--- src/hdl/sbc_pkg.sv ---
// Shared constants, types and codes of the swept box collision block.
// Used by every module under hdl; depends on nothing.
`default_nettype none
package sbc_pkg;

	localparam int FRAC_BITS = 16;
	localparam int SUM_W     = 35;
	localparam int MAG_W     = 33 + FRAC_BITS;
	localparam int DEN_W     = 32;
	localparam int Q_W       = 33;
	localparam int CMP_W     = DEN_W + Q_W + 1;
	localparam int DIV_LAT   = Q_W + 1;
	localparam int N_DIV     = 4;

	localparam logic signed [31:0] T_MAX = 32'sh7fffffff;
	localparam logic signed [31:0] T_MIN = 32'sh80000000;
	localparam logic signed [31:0] T_ONE = 32'(64'd1 << FRAC_BITS);

	localparam logic [1:0] FACE_LEFT  = 2'd0;
	localparam logic [1:0] FACE_RIGHT = 2'd1;
	localparam logic [1:0] FACE_UP    = 2'd2;
	localparam logic [1:0] FACE_DOWN  = 2'd3;

	// Divider slots: near and far bounds of both axes.
	localparam int DIV_NX = 0;
	localparam int DIV_FX = 1;
	localparam int DIV_NY = 2;
	localparam int DIV_FY = 3;

	typedef struct packed {
		logic [MAG_W-1:0] num;
		logic [DEN_W-1:0] den;
	} div_in_t;

	typedef struct packed {
		logic             broad;
		logic [N_DIV-1:0] neg;
		logic             dz_x;
		logic             dz_y;
		logic             px_neg;
		logic             py_neg;
	} side_t;

	typedef struct packed {
		logic [Q_W-1:0] quo;
		logic           rem_nz;
		logic           ovf;
	} div_out_t;

endpackage
`default_nettype wire

--- src/hdl/sbc_back.sv ---
// Back end: rounding and saturation of the slab bounds, then the hit decision.
// Depends on sbc_pkg.
`default_nettype none
module sbc_back (
	input  wire logic                                    clk,
	input  wire logic                                    arst_n,
	input  wire logic                                    adv,
	input  wire logic                                    in_valid,
	input  wire sbc_pkg::side_t                          side,
	input  wire sbc_pkg::div_out_t [sbc_pkg::N_DIV-1:0]  dres,
	output logic                                         out_valid,
	output logic                                         hit,
	output logic signed [31:0]                           hit_time,
	output logic [1:0]                                   normal_face
);

	function automatic logic signed [31:0] fix(input sbc_pkg::div_out_t d,
			input logic neg, input logic up);
		logic                    inc;
		logic [sbc_pkg::Q_W:0]   mag;
		inc = d.rem_nz & (neg ? ~up : up);
		mag = {1'b0, d.quo} + (sbc_pkg::Q_W+1)'(inc);
		if (d.ovf) return neg ? sbc_pkg::T_MIN : sbc_pkg::T_MAX;
		if (!neg) return (mag > (sbc_pkg::Q_W+1)'(sbc_pkg::T_MAX)) ? sbc_pkg::T_MAX : 32'(mag);
		return (mag > (sbc_pkg::Q_W+1)'(64'd1 << 31)) ? sbc_pkg::T_MIN : 32'(-mag);
	endfunction

	logic               vld_s1;
	sbc_pkg::side_t     side_s1;
	logic signed [31:0] nx_s1, fx_s1, ny_s1, fy_s1;

	always_ff @(posedge clk or negedge arst_n) begin
		if (!arst_n) begin
			vld_s1 <= 1'b0;
		end else if (adv) begin
			vld_s1 <= in_valid;
		end
	end

	always_ff @(posedge clk) begin
		if (adv) begin
			side_s1 <= side;
			nx_s1 <= side.dz_x ? sbc_pkg::T_MIN :
				fix(dres[sbc_pkg::DIV_NX], side.neg[sbc_pkg::DIV_NX], 1'b0);
			fx_s1 <= side.dz_x ? sbc_pkg::T_MAX :
				fix(dres[sbc_pkg::DIV_FX], side.neg[sbc_pkg::DIV_FX], 1'b1);
			ny_s1 <= side.dz_y ? sbc_pkg::T_MIN :
				fix(dres[sbc_pkg::DIV_NY], side.neg[sbc_pkg::DIV_NY], 1'b0);
			fy_s1 <= side.dz_y ? sbc_pkg::T_MAX :
				fix(dres[sbc_pkg::DIV_FY], side.neg[sbc_pkg::DIV_FY], 1'b1);
		end
	end

	logic hit_c, x_first;

	always_comb begin
		hit_c = side_s1.broad;
		if (fx_s1 <= 0 && fy_s1 <= 0) hit_c = 1'b0;
		if (nx_s1 >= sbc_pkg::T_ONE && ny_s1 >= sbc_pkg::T_ONE) hit_c = 1'b0;
		if (nx_s1 >= fy_s1 || ny_s1 >= fx_s1) hit_c = 1'b0;
		x_first = nx_s1 >= ny_s1;
	end

	always_ff @(posedge clk or negedge arst_n) begin
		if (!arst_n) begin
			out_valid <= 1'b0;
		end else if (adv) begin
			out_valid <= vld_s1;
		end
	end

	always_ff @(posedge clk) begin
		if (adv) begin
			hit <= hit_c;
			if (!hit_c) begin
				hit_time    <= '0;
				normal_face <= sbc_pkg::FACE_LEFT;
			end else if (x_first) begin
				hit_time    <= nx_s1;
				normal_face <= side_s1.px_neg ? sbc_pkg::FACE_RIGHT : sbc_pkg::FACE_LEFT;
			end else begin
				hit_time    <= ny_s1;
				normal_face <= side_s1.py_neg ? sbc_pkg::FACE_DOWN : sbc_pkg::FACE_UP;
			end
		end
	end

endmodule
`default_nettype wire

--- config.mk ---
export PLATFORM = sky130hd
export DESIGN_NAME = sbc_back
export DESIGN_NICKNAME = d
export VERILOG_FILES = /design/src/hdl/sbc_pkg.sv /design/src/hdl/sbc_back.sv
export SDC_FILE = /design/constraint.sdc
export NUM_CORES = 1
export LEC_CHECK = 0
export ABC_CLOCK_PERIOD_IN_PS = 3600
export BUFFER_PORTS_ARGS = -buffer_cell sky130_fd_sc_hd__buf_2
export CAP_MARGIN = 40
export CORE_MARGIN = 5
export CORE_UTILIZATION = 50
export CTS_BUF_LIST = sky130_fd_sc_hd__clkbuf_8 sky130_fd_sc_hd__clkbuf_16
export CTS_CLUSTER_DIAMETER = 50
export DETAILED_ROUTE_END_ITERATION = 8
export HOLD_SLACK_MARGIN = 0.12
export PLACE_DENSITY = 0.68
export SLEW_MARGIN = 25
export SYNTH_ARGS = -nofsm -noshare
export SYNTH_HDL_FRONTEND = slang
export SYNTH_SLANG_ARGS = --single-unit
export TNS_END_PERCENT = 50
--- constraint.sdc ---
create_clock -name clk -period 3.6 [get_ports clk]
set_input_delay 0.36 -clock clk [delete_from_list [all_inputs] [get_ports clk]]
set_output_delay 0.36 -clock clk [all_outputs]
set_load 0.03 [all_outputs]
# --- Yosys cells after proc, flatten, opt, wreduce, memory -nomap -nowiden ---
# Index checks and enable logic that the tools add are counted.
totals:
  word_cells: 99
  reg_bits: 168
  inputBits: 153
op_classes:
  order_cmp: 15
  n_reduce_logical: 3
  n_mux: 57
  bitwise_logic: 4
  n_addsub: 8
op_table:
  columns: ["operator", "n"]
  rows:
  - ["$mux W32", 29]
  - ["$add A33 B1 Y34", 4]
  - ["$gt A34 B31 Y1 const B", 4]
  - ["$gt A34 B32 Y1 const B", 4]
  - ["$neg A32 Y32", 4]
  - ["$ge A32 B32 Y1", 3]
  - ["$ge A32 B18 Y1 const B", 2]
  - ["$le A32 B1 Y1 const B", 2]
  - ["$mux W1", 27]
  - ["$and A1 B1 Y1", 4]
  - ["$logic_and A1 B1 Y1", 2]
  - ["$mux W2", 1]
  - ["$logic_or A1 B1 Y1", 1]

# --- Longest topological paths before layout ---
# Gate-level depths: netlist of the first run.
logic_depth:
  ltp_word: 8
  mapped_depth: 18

# --- Worst setup path before layout of the first run ---
# Ideal clock, no wire load.
synth_path:
  path_type: "in2reg"
  startpoint: "in side[4] (netlist name)"
  endpoint: "reg nx_s1[30], data pin"
  t_arrival_ns: 4.216
  stages: 16
  setup_slack_ns: -0.877
  n_path_buf: 4
  setup_ns: 0.261
  t_required_ns: 3.339
  path_cell_list: "clkbuf_1 clkbuf_1 and2_1 ha_1 ha_1 nand3_1 nor4_1 xnor2_1 nand2_1 or4_1 buf_2 or3_1 buf_2 nor2_1 mux2_2 a221o_1"
synth_between:
  elab_chain_len: 8
  word_cells_on_any_way: 16
  classes_between: "2 x add/sub; 2 x order compare; 11 x mux; 1 x bitwise"
synth_lines:
  columns: ["element", "line", "text"]
  rows:
  - ["from (decl)", "sbc_back.sv:9", "input wire sbc_pkg::side_t side,"]
  - ["$mux W1", "sbc_back.sv:21", "inc = d.rem_nz & (neg ? ~up : up);"]
  - ["$and A1 B1 Y1", "sbc_back.sv:21", null]
  - ["$add A33 B1 Y34", "sbc_back.sv:22", "mag = {1'b0, d.quo} + (sbc_pkg::Q_W+1)'(inc);"]
  - ["$gt A34 B31 Y1", "sbc_back.sv:24", "if (!neg) return (mag > (sbc_pkg::Q_W+1)'(sbc_pkg::T_MAX)) ? sbc_pkg::T_MAX : 32'(mag);"]
  - ["$mux W32 (2 in series)", "sbc_back.sv:24", null]
  - ["$mux W32", "sbc_back.sv:25", "return (mag > (sbc_pkg::Q_W+1)'(64'd1 << 31)) ? sbc_pkg::T_MIN : 32'(-mag);"]
  - ["$mux W32 (*)", "sbc_back.sv:24", null]
  - ["to (signal assigned)", "sbc_back.sv:43", "nx_s1 <= side.dz_x ? sbc_pkg::T_MIN :"]
  - ["to (decl)", "sbc_back.sv:30", "logic signed [31:0] nx_s1, fx_s1, ny_s1, fy_s1;"]
# Mark *: on every way between the ends. The rest lies on a longest branch, timed or not. The select of a mux whose other input is x is not followed.
# A chain may end at the register's enable or synchronous reset.

# --- Worst setup path in the final report of the first run ---
layout_path:
  startpoint: "reg nx_s1[9]"
  endpoint: "reg hit_time[2], data pin"
layout_between:
  elab_chain_len: 4
  word_cells_on_any_way: 8
  classes_between: "3 x order compare; 3 x mux; 2 x reduce/logical"
layout_lines:
  columns: ["element", "line", "text"]
  rows:
  - ["$ge A32 B18 Y1", "sbc_back.sv:59", "if (nx_s1 >= sbc_pkg::T_ONE && ny_s1 >= sbc_pkg::T_ONE) hit_c = 1'b0;"]
  - ["$logic_and A1 B1 Y1", "sbc_back.sv:59", null]
  - ["$mux W1", "sbc_back.sv:59", null]
  - ["$mux W1", "sbc_back.sv:60", "if (nx_s1 >= fy_s1 || ny_s1 >= fx_s1) hit_c = 1'b0;"]
  - ["to (signal assigned)", "sbc_back.sv:79", "hit_time <= nx_s1;"]
  - ["to (signal assigned)", "sbc_back.sv:82", "hit_time <= ny_s1;"]
  - ["to (decl)", "sbc_back.sv:13", "output logic signed [31:0] hit_time,"]
# Several ways; a longest one is shown, not always the timed one.

==> metrics.md, run 1 <==
| Metric | Value |
|---|---|
| Status | `finished clean` |
| YS warnings | `0` |
| Initial Utilization | `approximately 51%` |
| # resized after CTS | `0` |
| Static Leak | `8.32 nW` |
| Post-synthesis sequential area ratio | `29.5%` |
| Final hold viol count | `0` |
| Post-route clock period utilization | `95.1%` |
| Routed wire length | `52,700 um` |
| Root Buffer | `clkbuf_16` |
| TNS Setup | `0 ps` |
| H-Tree Depth | `4` |
| Worst Hold Class | `in -> reg` |
| Total Routing Usage GR | `a little over a quarter` |
| Worst slew margin | `49.5%` |
| Reg-to-reg slack, setup | `180 ps` |
| Wirelength per Cell | `between 15 and 20 um` |
| Clock network fraction of total power | `30.8%` |
| CTS Buf Count | `17` |
| Hold depth | `2` |
| Crit path required time | `approximately 3800 ps` |
| Synth Register Bits | `168` |
| Worst hold slack | `160 ps` |
| Chip Width | `roughly 200 um` |
| Internal power | `4.01 mW` |
| Dpl ws | `-235 ps` |
| Async SR Flop Fraction | `approximately 1.2%` |
| Syn Area/Cell | `approximately 8.4 um2` |
| Synth-to-layout area growth | `20.9%` |
| CP Capture Type | `flop` |
| Flop pwr share | `between 40% and 50%` |
| CTS Sinks | `168` |
| Kind of critical path | `reg -> reg` |
| DR vias/cell | `6.10` |
| Final Non-Filler Cells | `around 2,800` |
| Post-route DRC violation count | `0` |
| Initial antenna violation count | `0` |
| Largest net degree at the start of global routing | `75` |
| Switching pwr | `1.99 mW` |
| Pins Over Slew Limit | `0` |
| Pwr Density | `290 nW/um2` |
| CTS tree | `done` |
| Comb pwr share | `27.2%` |
| Dpl hpwl | `43,100 um` |
| Placed Area | `~20,000 um2` |
| Vias in the first global route | `16,600` |
| Post-synth EDFFs | `166` |
| Die Ht | `between 150 and 200 um` |
| Filler cell count | `3,035` |
| Critical Path Fanout Max | `34` |
| Top cell type's share of synthesized area | `29.2%` |
| Port bufs | `188` |
| Design area | `about 21,000 um2` |
| VDD IR-drop max | `0.325 mV` |
| Ports | `approximately 190` |
| N_diodes | `0` |
| Setup violators final | `0` |
| Clock slew seen by the registers of the worst setup and hold paths | `80 ps` |
| Total design power | `~6.0 mW` |
| 1st-pass router iterations | `5` |
| Setup WS post-layout | `176 ps` |
| Post-Place Cells | `2,756` |
| Num rows | `between 60 and 70` |
| Worst Skew | `12.3 ps` |
| Worst-Skew Late Latency | `between 400 and 500 ps` |
| Post-layout net count | `2,600` |
| Post-synthesis cell type count | `97` |
| DR iter-0 viols | `1,356` |
| Worst R2R Start | `nx_s1[9]` |
| Synth area leader | `edfxtp_1` |
| Post-Syn Instances | `2,030` |
| Fraction of layout cells with a size suffix above 1 | `22.1%` |
| Unrepaired setup endpoints after global routing | `no` |
| Final GP Congestion | `about 0.95` |
| Hold path start | `in_valid` |
| Synth top area cells | `edfxtp_1 29%, ha_1 8.5%, xnor2_1 5.8%` |
| Layout Utilization | `61.4%` |
| Die ar. | `around 38,000 um2` |
| Core Region | `33,600 um2` |
| Critical Path Start Type | `flop` |
| Fmax | `292 MHz` |
| Reg2reg end | `hit_time[2]` |
| WP data arrival | `3590 ps` |
| GRT overflow | `0` |
| Period minus WS final | `3420 ps` |
| Mapped Nets | `2,299` |
| Hold Path End | `vld_s1` |
| Top_reg_cell synth | `edfxtp_1` |
| Switching share of power | `about a third` |
| Via count | `17,000` |
| Reg2Reg Depth | `11` |
| First-pass GRT wire length | `84,000 um` |
| Final ANT Viol Nets | `0` |
| Worst Max-Slew Pin Slew | `approximately 750 ps` |
| Post-Syn Area | `17,100 um2` |
| Max Cap Viol | `0` |
| Longest Clk Path Bufs | `2` |
-- power groups by stage --
| stage | Clock (mW) | Combinational, mW | Sequential (mW) |
|---|---|---|---|
| final | 1.85 | 1.63 | 2.51 |
| after global routing | 1.95 | 1.80 | 2.52 |
| after CTS | 1.86 | 1.62 | 2.51 |
| after detailed placement | 0 | 1.61 | 2.55 |
| after global placement | 0 | 1.57 | 2.55 |
| after floorplan | 0 | 1.01 | 2.49 |
-- sequential cells by signal (all words and copies together), names as in the netlist --
name         cells
fx_s1           32
fy_s1           32
hit              1
hit_time        32
normal_face      2
nx_s1           32
ny_s1           32
out_valid        1
side_s1          3
vld_s1           1
-- cells by family (layout without fill, tap and decap cells) --
kind of cell,count (synthesis),after routing,share of synthesized area [%]
and+or+nand+nor,837,837,26.3
AOI/OAI and AO/OA,433,433,17.0
buffers and inverters,227,541,5.30
xor gates and xnor gates,185,185,9.49
DFF,168,168,29.5
adders and majority gates,116,116,8.51
muxes,64,64,3.85
-- worst max-delay path, cell delays in order, from the launching register on --
cell       delay (ps)
edfxtp_1          490
ha_1              360
a21o_1            170
a21o_1            170
a21o_1            170
a211oi_1          230
o2111ai_1         180
a21oi_1           310
mux2i_4           300
buf_12            270
mux2i_1           430
nor2_1             80
-- synthesized netlist by cell type, drive strengths merged, types with 8 or more instances --
master / count
o21ai: 101
nor4: 59
nand2: 134
a211oi: 15
nand3: 101
inv: 131
clkbuf: 63
a31oi: 14
mux2: 13
edfxtp: 166
nand4: 76
or3: 26
o31ai: 15
nor2: 175
and3: 56
nor4b: 9
xnor2: 113
o211ai: 22
nand2b: 14
and2: 16
buf: 33
o221ai: 22
and4: 19
a21o: 39
a21oi: 109
nor2b: 13
xor2: 72
mux2i: 51
ha: 116
or4: 13
or2: 19
o41ai: 8
nor3: 83
o21a: 12
-- routing by layer --
| metal | vias up | track usage [%] | wire length [um] |
|---|---|---|---|
| met1 | 8115 | 35.3 | 22400 |
| met2 | 617 | 46.3 | 25700 |
| met5 | - | 0 | 0 |
| li1 | 8214 | - | - |
| met3 | 87 | 3.55 | 3370 |
| met4 | 0 | 7.06 | 1270 |
-- worst max-delay path by stage --
stage               startpoint     endpoint
floorplan              side[4]    nx_s1[30]
global placement     dres[106]     fy_s1[9]
detailed placement     side[7]     fy_s1[9]
CTS                    side[7]     fy_s1[9]
global route           side[7]     fy_s1[9]
finish                nx_s1[9]  hit_time[2]
-- cell usage in the layout (no fill, tap or decap), types with 15 or more instances in the layout --
master and count:
a21o_1 39, a21oi_1 109, and3_1 54, and4_1 17
buf_2 187, buf_4 182, clkbuf_16 17, edfxtp_1 166
ha_1 108, inv_1 131, mux2i_1 50, nand2_1 134
nand3_1 95, nand4_1 72, nor2_1 172, nor3_1 75
nor4_1 51, o211ai_1 22, o21ai_0 82, o21ai_1 17
o221ai_1 15, or2_2 18, or3_1 26, xnor2_1 111
xor2_1 72
-- cell type report --
type                       instances  area [um2]  area share, %
sequential                       168        5030           24.4
clock buffer                      17         425           2.06
multi-input combinational       1635       11500           55.8
inverter                         131         492           2.38
clock inverter                    15         175          0.849
timing repair buffer             378        2430           11.8
tap                              448         561           2.72
-- repair_timing --
| action | in CTS | in global routing |
|---|---|---|
| hold buffers | 4 | 0 |
| setup buffers | 0 | 0 |
| endpoints found under the hold margin | 5 | 0 |
Note: power is estimated with default switching activity, not from simulation.
==> run 2, diff against run 1 <==
CORE_MARGIN = 4   (was 5)
CTS_BUF_LIST = default   (was sky130_fd_sc_hd__clkbuf_8 sky130_fd_sc_hd__clkbuf_16)
==> metrics.md, run 2 (synthesized netlist as in run 1, its figures left out) <==
| Metric | Value |
|---|---|
| Clock slew seen by the registers of the worst setup and hold paths | `70 ps` |
| Period minus WS final | `about 3400 ps` |
| Die ar. | `37,200 um2` |
| DR vias/cell | `about 6.1` |
| Root Buffer | `clkbuf_16` |
| CTS Sinks | `168` |
| Worst Max-Slew Pin Slew | `slightly above 700 ps` |
| Longest Clk Path Bufs | `2` |
| Initial Utilization | `50.8%` |
| Fmax | `296 MHz` |
| Port bufs | `between 150 and 200` |
| Vias in the first global route | `16,000` |
| WP buf/inv | `2` |
| Slowest CP cell | `or4_1` |
| VDD IR-drop max | `between 0.3 and 0.4 mV` |
| Die Ht | `193 um` |
| Unrepaired setup endpoints after global routing | `no` |
| Post-route DRC violation count | `0` |
| Largest net degree at the start of global routing | `78` |
| Final Non-Filler Cells | `between 2,000 and 3,000` |
| Most frequent cells in the layout | `188 x buf_4, 187 x buf_2, 172 x nor2_1` |
| Wirelength per Cell | `18.8 um` |
| Final hold viol count | `0` |
| Cell family with most CP delay | `simple AND/OR/NAND/NOR gates` |
| Post-layout net count | `~2,600` |
| CP Capture Type | `flop` |
| Critical Path Fanout Max | `30` |
| Final ANT Viol Nets | `0` |
| Layout Utilization | `61.6%` |
| Worst Skew | `between 9 and 10 ps` |
| CTS tree | `done` |
| Postcts setup bufs | `0` |
| Total Routing Usage GR | `27.5%` |
| Post-route clock period utilization | `a little over nine tenths` |
| CP peak stage delay | `550 ps` |
| Pins Over Slew Limit | `0` |
| Static Leak | `8.35 nW` |
| Max Cap Viol | `0` |
| Worst-Skew Late Latency | `440 ps` |
| Pwr Density | `292 nW/um2` |
| First-pass GRT wire length | `82,200 um` |
| Core Region | `between 30,000 and 40,000 um2` |
| Synth-to-layout area growth | `21.2%` |
| WP data arrival | `3660 ps` |
| Worst slew margin | `51.8%` |
| Setup violators final | `0` |
| CP Cell Sequence | `ha_1 -> nand2_1 -> or4_1 -> nor4_1 -> buf_4 -> nand2_1 -> a211oi_1 -> a211oi_1 -> mux2i_1 -> nand3_2 -> buf_12 -> nor2_1` |
| GRT overflow | `0` |
| Chip Width | `a little under 200 um` |
| Commonest non-fill, non-tap cell in the layout | `buf_4` |
| H-Tree Depth | `4` |
| Num rows | `67` |
| Ports | `189` |
| Status | `finished clean` |
| Final GP Congestion | `0.941` |
| Post-Place Cells | `2,762` |
| Fraction of layout cells with a size suffix above 1 | `22.3%` |
| Initial antenna violation count | `1` |
| Kind of critical path | `reg -> reg` |
| Via count | `between 15,000 and 20,000` |
| Worst Hold Class | `in -> reg` |
| Crit path required time | `3880 ps` |
| DR iter-0 viols | `1,331` |
| Critical Path Start Type | `flop` |
| Dpl hpwl | `42,700 um` |
| Routed wire length | `52,700 um` |
| CTS Buf Count | `17` |
| 1st-pass router iterations | `6` |
run 2: changes by cell type in the layout (fill, tap and decap cells not counted):
cell       change
buf_4          +6
diode_2        +1
clkinv_4       +1
nand3_2        +1
clkinv_2       +2
nand3_1        -1
clkinv_8       -2
bufinv_16      +2
inv_8          -4
clkbuf_1       +2
inv_6          -1
run 2: path summary, 6_finish.rpt:
kind | startpoint | to | slack, ps | cells after the start
worst max-delay path | ny_s1[23] | hit_time[16] | 220 | 12
worst min-delay path | in_valid | vld_s1 | 170 | 2
worst max register to register | ny_s1[23] | hit_time[16] | 220 | 12
worst min register to register | out_valid | out_valid | 510 | 1
max in group asynchronous | arst_n | vld_s1 | 3280 | 2
min in group asynchronous | arst_n | out_valid | 220 | 2
run 2: area by class of cell:
| type | instances | area [um2] |
|---|---|---|
| clock inverter | 13 | 168 |
| sequential | 168 | 5030 |
| inverter | 131 | 492 |
| fill | 3013 | 12900 |
| antenna | 1 | 2.50 |
| multi-input combinational | 1635 | 11500 |
| clock buffer | 19 | 433 |
| timing repair buffer | 384 | 2480 |
| tap | 448 | 561 |
run 2: metrics by stage:
stage | power [mW] | setup WS, ps | cell area, um2 | setup TNS, ps | hold slack [ps]
2_1_floorplan | 3.49 | -257 | 17600 | -7850 | 64.4
3_5_place_dp | 4.16 | -228 | 20000 | -2930 | 151
4_1_cts | 6.03 | 193 | 20700 | 0 | 144
5_1_grt | 6.31 | 12.0 | 20700 | 0 | 149
3_3_place_gp | 4.11 | -173 | 20000 | -424 | 143
6_report | 6.04 | 219 | 20700 | 0 | 169
run 2: power breakdown:
group / leakage (nW) / internal [mW] / switching (mW)
combinational: 6.38 / 0.685 / 0.963
sequential: 1.68 / 2.33 / 0.177
clock: 0.289 / 1.10 / 0.779
total: 8.35 / 4.12 / 1.92
run 2: repair_timing:
action                     4_1_cts  5_1_grt
hold buffers                     4        0
setup endpoints to repair        0        2
hold endpoints to repair         5        0
resized for setup                0        1
run 2: metal layers:
layer | part of all wire [%] | global-route usage (%) | up-vias
met3 | 6.4 | 4.29 | 112
met1 | 42 | 36.4 | 8165
met4 | 2.8 | 8.39 | 0
met2 | 48 | 46.4 | 594
li1 | - | - | 8258
met5 | 0 | 0 | -
